<file path="src/rtl/bfpa_pkg.sv">
// ----------------------------------------------------------------------------
// bfpa_pkg
// shared constants, item types and the page count helper for the best-fit
// page allocator
// ----------------------------------------------------------------------------
package bfpa_pkg;

	localparam int PAGES        = 1024;
	localparam int PAGE_BYTES   = 4096;
	localparam int HEADER_BYTES = 24;

	localparam int PAGE_W     = $clog2(PAGES);
	localparam int CNT_W      = $clog2(PAGES + 1);
	localparam int TAG_W      = 8;
	localparam int BYTE_W     = 32;
	localparam int PAGE_SHIFT = $clog2(PAGE_BYTES);
	// quotient of a 33-bit sum plus room for the extra pages
	localparam int NEED_W     = BYTE_W + 2 - PAGE_SHIFT;

	localparam logic [PAGE_W-1:0] LAST_PAGE = PAGE_W'(PAGES - 1);

	// command codes
	localparam logic [1:0] CMD_SET           = 2'd0;
	localparam logic [1:0] CMD_ALLOC         = 2'd1;
	localparam logic [1:0] CMD_ALLOC_ALIGNED = 2'd2;
	localparam logic [1:0] CMD_FREE          = 2'd3;

	// status codes
	localparam logic [1:0] ST_OK      = 2'd0;
	localparam logic [1:0] ST_NOFIT   = 2'd1;
	localparam logic [1:0] ST_INVALID = 2'd2;

	typedef struct packed {
		logic [1:0]        command;
		logic [PAGE_W-1:0] page_index;
		logic [TAG_W-1:0]  region_id;
		logic [BYTE_W-1:0] byte_size;
		logic [CNT_W-1:0]  page_count;
	} bfpa_cmd_t;

	typedef struct packed {
		logic [1:0]        status;
		logic [PAGE_W-1:0] start_page;
		logic [CNT_W-1:0]  pages_taken;
		logic [CNT_W-1:0]  free_total;
	} bfpa_res_t;

	// controls from the sequencer to the run scanner
	typedef struct packed {
		logic start;
		logic page_vld;
		logic flush;
	} bfpa_scan_ctl_t;

	// best fit found by the run scanner
	typedef struct packed {
		logic              found;
		logic [PAGE_W-1:0] start;
	} bfpa_fit_t;

	// (size + header) / page size + 1, or + 2 when aligned; zero size gives the extra alone
	function automatic logic [NEED_W-1:0] pages_needed(input logic [BYTE_W-1:0] bytes,
			input logic aligned);
		logic [BYTE_W:0]   sum;
		logic [NEED_W-1:0] extra;
		sum   = {1'b0, bytes} + (BYTE_W + 1)'(HEADER_BYTES);
		extra = aligned ? NEED_W'(2) : NEED_W'(1);
		if (bytes == '0) begin
			return extra;
		end
		return NEED_W'(sum >> PAGE_SHIFT) + extra;
	endfunction

endpackage

</file>
<file path="src/rtl/bfpa_run_scan.sv">
// ----------------------------------------------------------------------------
// bfpa_run_scan
// run tracker and best-fit compare, fed one page per cycle
// ----------------------------------------------------------------------------
module bfpa_run_scan (
	input  logic                          clk,
	input  logic                          arst_n,
	input  bfpa_pkg::bfpa_scan_ctl_t      ctl,
	input  logic [bfpa_pkg::PAGE_W-1:0]   page_addr,
	input  logic                          page_free,
	input  logic [bfpa_pkg::TAG_W-1:0]    page_tag,
	input  logic [bfpa_pkg::NEED_W-1:0]   need,
	output bfpa_pkg::bfpa_fit_t           fit
);
	import bfpa_pkg::*;

	logic              in_run_q;
	logic              found_q;
	logic [PAGE_W-1:0] cur_start_q;
	logic [CNT_W-1:0]  cur_len_q;
	logic [TAG_W-1:0]  cur_tag_q;
	logic [PAGE_W-1:0] best_start_q;
	logic [CNT_W-1:0]  best_len_q;

	logic extend;
	logic close;
	logic better;

	// page continues the open run only when free with the same tag
	assign extend = in_run_q && ctl.page_vld && page_free && (page_tag == cur_tag_q);
	assign close  = in_run_q && (ctl.flush || (ctl.page_vld && !extend));
	assign better = close && (NEED_W'(cur_len_q) >= need) &&
		(!found_q || (cur_len_q < best_len_q));

	always_ff @(posedge clk or negedge arst_n) begin
		if (!arst_n) begin
			in_run_q <= 1'b0;
			found_q  <= 1'b0;
		end else if (ctl.start) begin
			in_run_q <= 1'b0;
			found_q  <= 1'b0;
		end else begin
			if (better) begin
				found_q <= 1'b1;
			end
			if (ctl.page_vld) begin
				in_run_q <= page_free;
			end
			if (ctl.flush) begin
				in_run_q <= 1'b0;
			end
		end
	end

	always_ff @(posedge clk) begin
		if (better) begin
			best_start_q <= cur_start_q;
			best_len_q   <= cur_len_q;
		end
		if (extend) begin
			cur_len_q <= cur_len_q + 1'b1;
		end else if (ctl.page_vld && page_free) begin
			cur_start_q <= page_addr;
			cur_len_q   <= CNT_W'(1);
			cur_tag_q   <= page_tag;
		end
	end

	assign fit.found = found_q;
	assign fit.start = best_start_q;

endmodule

</file>
<file path="config.mk">
export PLATFORM = sky130hd
export DESIGN_NAME = bfpa_run_scan
export DESIGN_NICKNAME = d
export VERILOG_FILES = /design/src/rtl/bfpa_pkg.sv /design/src/rtl/bfpa_run_scan.sv
export SDC_FILE = /design/constraint.sdc
export NUM_CORES = 1
export LEC_CHECK = 0
export BUFFER_PORTS_ARGS = -buffer_cell sky130_fd_sc_hd__clkbuf_2
export CORE_ASPECT_RATIO = 2
export CORE_MARGIN = 2
export CORE_UTILIZATION = 48
export DETAILED_ROUTE_END_ITERATION = 16
export PLACE_DENSITY_LB_ADDON = 0.1
export RECOVER_POWER = 50
export SYNTH_ARGS = -nofsm -noshare
export SYNTH_HDL_FRONTEND = slang
export SYNTH_SLANG_ARGS = --single-unit
</file>
<file path="constraint.sdc">
create_clock -name clk -period 3.1 [get_ports clk]
set_input_delay 0.465 -clock clk [delete_from_list [all_inputs] [get_ports clk]]
set_output_delay 0.465 -clock clk [all_outputs]
set_load 0.05 [all_outputs]
</file>
==> metrics.txt <==
status=finished clean; Max VDD drop=0.0003670 V; Post-Syn Nets=260; predominant post-synthesis flop cell=edfxtp_1; DR vias/cell=5.168; Yosys cell types=36; Hold Violations, Final=0; Chip Width=55.55 um; vias in the first global route=1758; P&R area growth vs syn=17.21%; RSZ-0062 raised after global routing=false; fraction of registers with async set/reset=3.846%; drt drc=0; PortBufs=56; RD Place Congestion=0.7456; setup TNS=0 ns; clock transition at the registers of the reported paths=0.09 ns; Crit path max-delay family=compound AO/OA/AOI/OAI gates; H-tree Lvls=2; post-synthesis average cell area=13.29 um^2; Final Instance Area=0.002990 mm^2; clock latency at the later pin of the worst-skew pair=0.31 ns; Hold Slack=0.3211 ns; n_diodes=0; HPWL Detailed=3688 um; CTS tree=built; Clock Root Buffer=clkbuf_8; CP cell instances=clkbuf_1, ha_1, a21o_1, a221oi_1, nor2b_1, a211oi_1, a2111oi_4, buf_4; synth warn=0; Cell Rows=37; Final Cycle Share=78.12%; CP Launch Type=flop; buffer depth of the longest clock path=2; Util after Layout=58.19%; hold path depth=1; IO Pins=57; Max stage delay cell, worst path=edfxtp_1; Max Cap Viol=0; Power Dens Cells=425.2 mW/mm^2; initial core utilization=49.65%; Synth Register Bits=52; gr usage total=17.95%; endpoints failing setup=0; largest stage delay on the critical path=0.40 ns; f_max=0.4129 GHz; Core Region=0.005139 mm^2; FILL cells=454; required time of the worst setup path=3.10 ns; Die Y=107.1 um; Pre-antenna DRT Iters=4; Post-CTS Setup Bufs=0; area of the multi-input gates=903.4 um^2; WL final=4653 um; Clock Sinks=52; nets=326; worst hold path type=input pin to flop; stages on the worst setup path=8; Initial DRC Count=42; cell area after synthesis=0.002551 mm^2; DR WL/cell=14.72 um; Worst EP arrival=2.42 ns; Slew Viols, Final=0; most frequent cells in the layout=50 x edfxtp_1, 42 x clkbuf_2, 24 x inv_1, 22 x ha_1, 17 x clkbuf_1; Worst Tran Pin Value=0.7345 ns; clk_skew=0.008121 ns; CTS buffer count=5; initial antenna violation count=0; total number of vias=1633; Seq/Total Area, Yosys=60.81%; post-route ant nets=0; die area=0.005949 mm^2; Rel. slew slack=51.03%; number of synthesized flops with an enable pin=50; final worst path period need=2.422 ns; pin count of the biggest net entering global routing=22; first-pass GRT wire length=7955 um; grt ovf=0; crit path kind=flop to flop; total power=0.001272 W; post-synthesis instance total=192; share of layout cells above drive strength 1=21.32%; most common cell after layout, fill and taps aside=edfxtp_1; Cell Area, Placed=0.002928 mm^2; Buf/Inv on CP=2; worst r2r path cells=8; P_leak=1.230 nW; critical-path maximum fanout=21; register area=0.001551 mm^2; CP Capture Type=flop
worst paths after layout:
path	from	to	slack (ns)
min reg2reg	cur_start_q[8]	best_start_q[8]	0.42
max in group asynchronous	arst_n	found_q	2.51
min	page_addr[8]	cur_start_q[8]	0.32
max reg2reg	cur_len_q[6]	best_start_q[1]	0.68
max	cur_len_q[6]	best_start_q[1]	0.68
min in group asynchronous	arst_n	in_run_q	0.47
what timing repair did:
| action | in CTS | in global routing |
|---|---|---|
| hold buffers | 1 | 0 |
| gates resized for setup | 0 | 0 |
| endpoints found under the hold margin | 2 | 0 |
cells by family (layout without fill, tap and decap cells):
group                      after synthesis  after routing  share of synthesized area (%)
AOI/OAI and AO/OA                       24             24                          7.357
xor gates and xnor gates                17             17                          5.836
adders and majority gates               22             22                          10.79
buffers and inverters                   26             92                          4.267
DFF                                     52             52                          60.81
and+or+nand+nor                         51             51                          10.94
per-stage QoR:
step	instances	setup WS, ns
floorplan	192	0.4377
global placement	308	0.6202
detailed placement	308	0.6359
CTS	316	0.6447
global route	316	0.5037
finish	316	0.6782
routing by layer:
layer  wire length, um  share of wire [%]  GRT usage (%)
met1              1675                 36          18.24
met2              2705                 58          33.50
met3               150                3.2          3.619
met4               122                2.6          9.408
met5                 0                  0              0
power by group:
part	internal [W]	switching (W)
clock network	0.000153	0.000210
registers	0.000791	0.0000130
logic	0.0000496	0.0000552
final cells by class:
type                            instances  area share [%]
Clock buffer                            5           2.301
Clock inverter                          2          0.4184
Inverter                               24           3.013
Multi-Input combinational cell        114           30.21
Sequential cell                        52           51.88
Tap cell                               58           2.427
Timing Repair Buffer                   61           9.749
flip-flops by register name, indices dropped and copies added, names as in the netlist:
name          flops
cur_tag_q         8
found_q           1
cur_len_q        11
best_start_q     10
in_run_q          1
cur_start_q      10
best_len_q       11
synth_stat cells, types with 2 or more instances:
cell,n,share of area (%)
nor4_1,4,0.98
and2_1,3,0.74
inv_1,24,3.5
a21oi_1,8,1.6
ha_1,22,11
nand4_1,3,0.74
nor3_1,5,0.98
nand3_1,6,1.2
a21o_1,3,0.88
nor4b_1,2,0.69
nand2_1,7,1.0
nor2b_1,2,0.49
nor2_1,14,2.1
xnor2_1,6,2.1
dfrtp_1,2,2.0
edfxtp_1,50,59
o21ai_0,2,0.39
xor2_1,11,3.8
(Power assumes the default switching activity.)
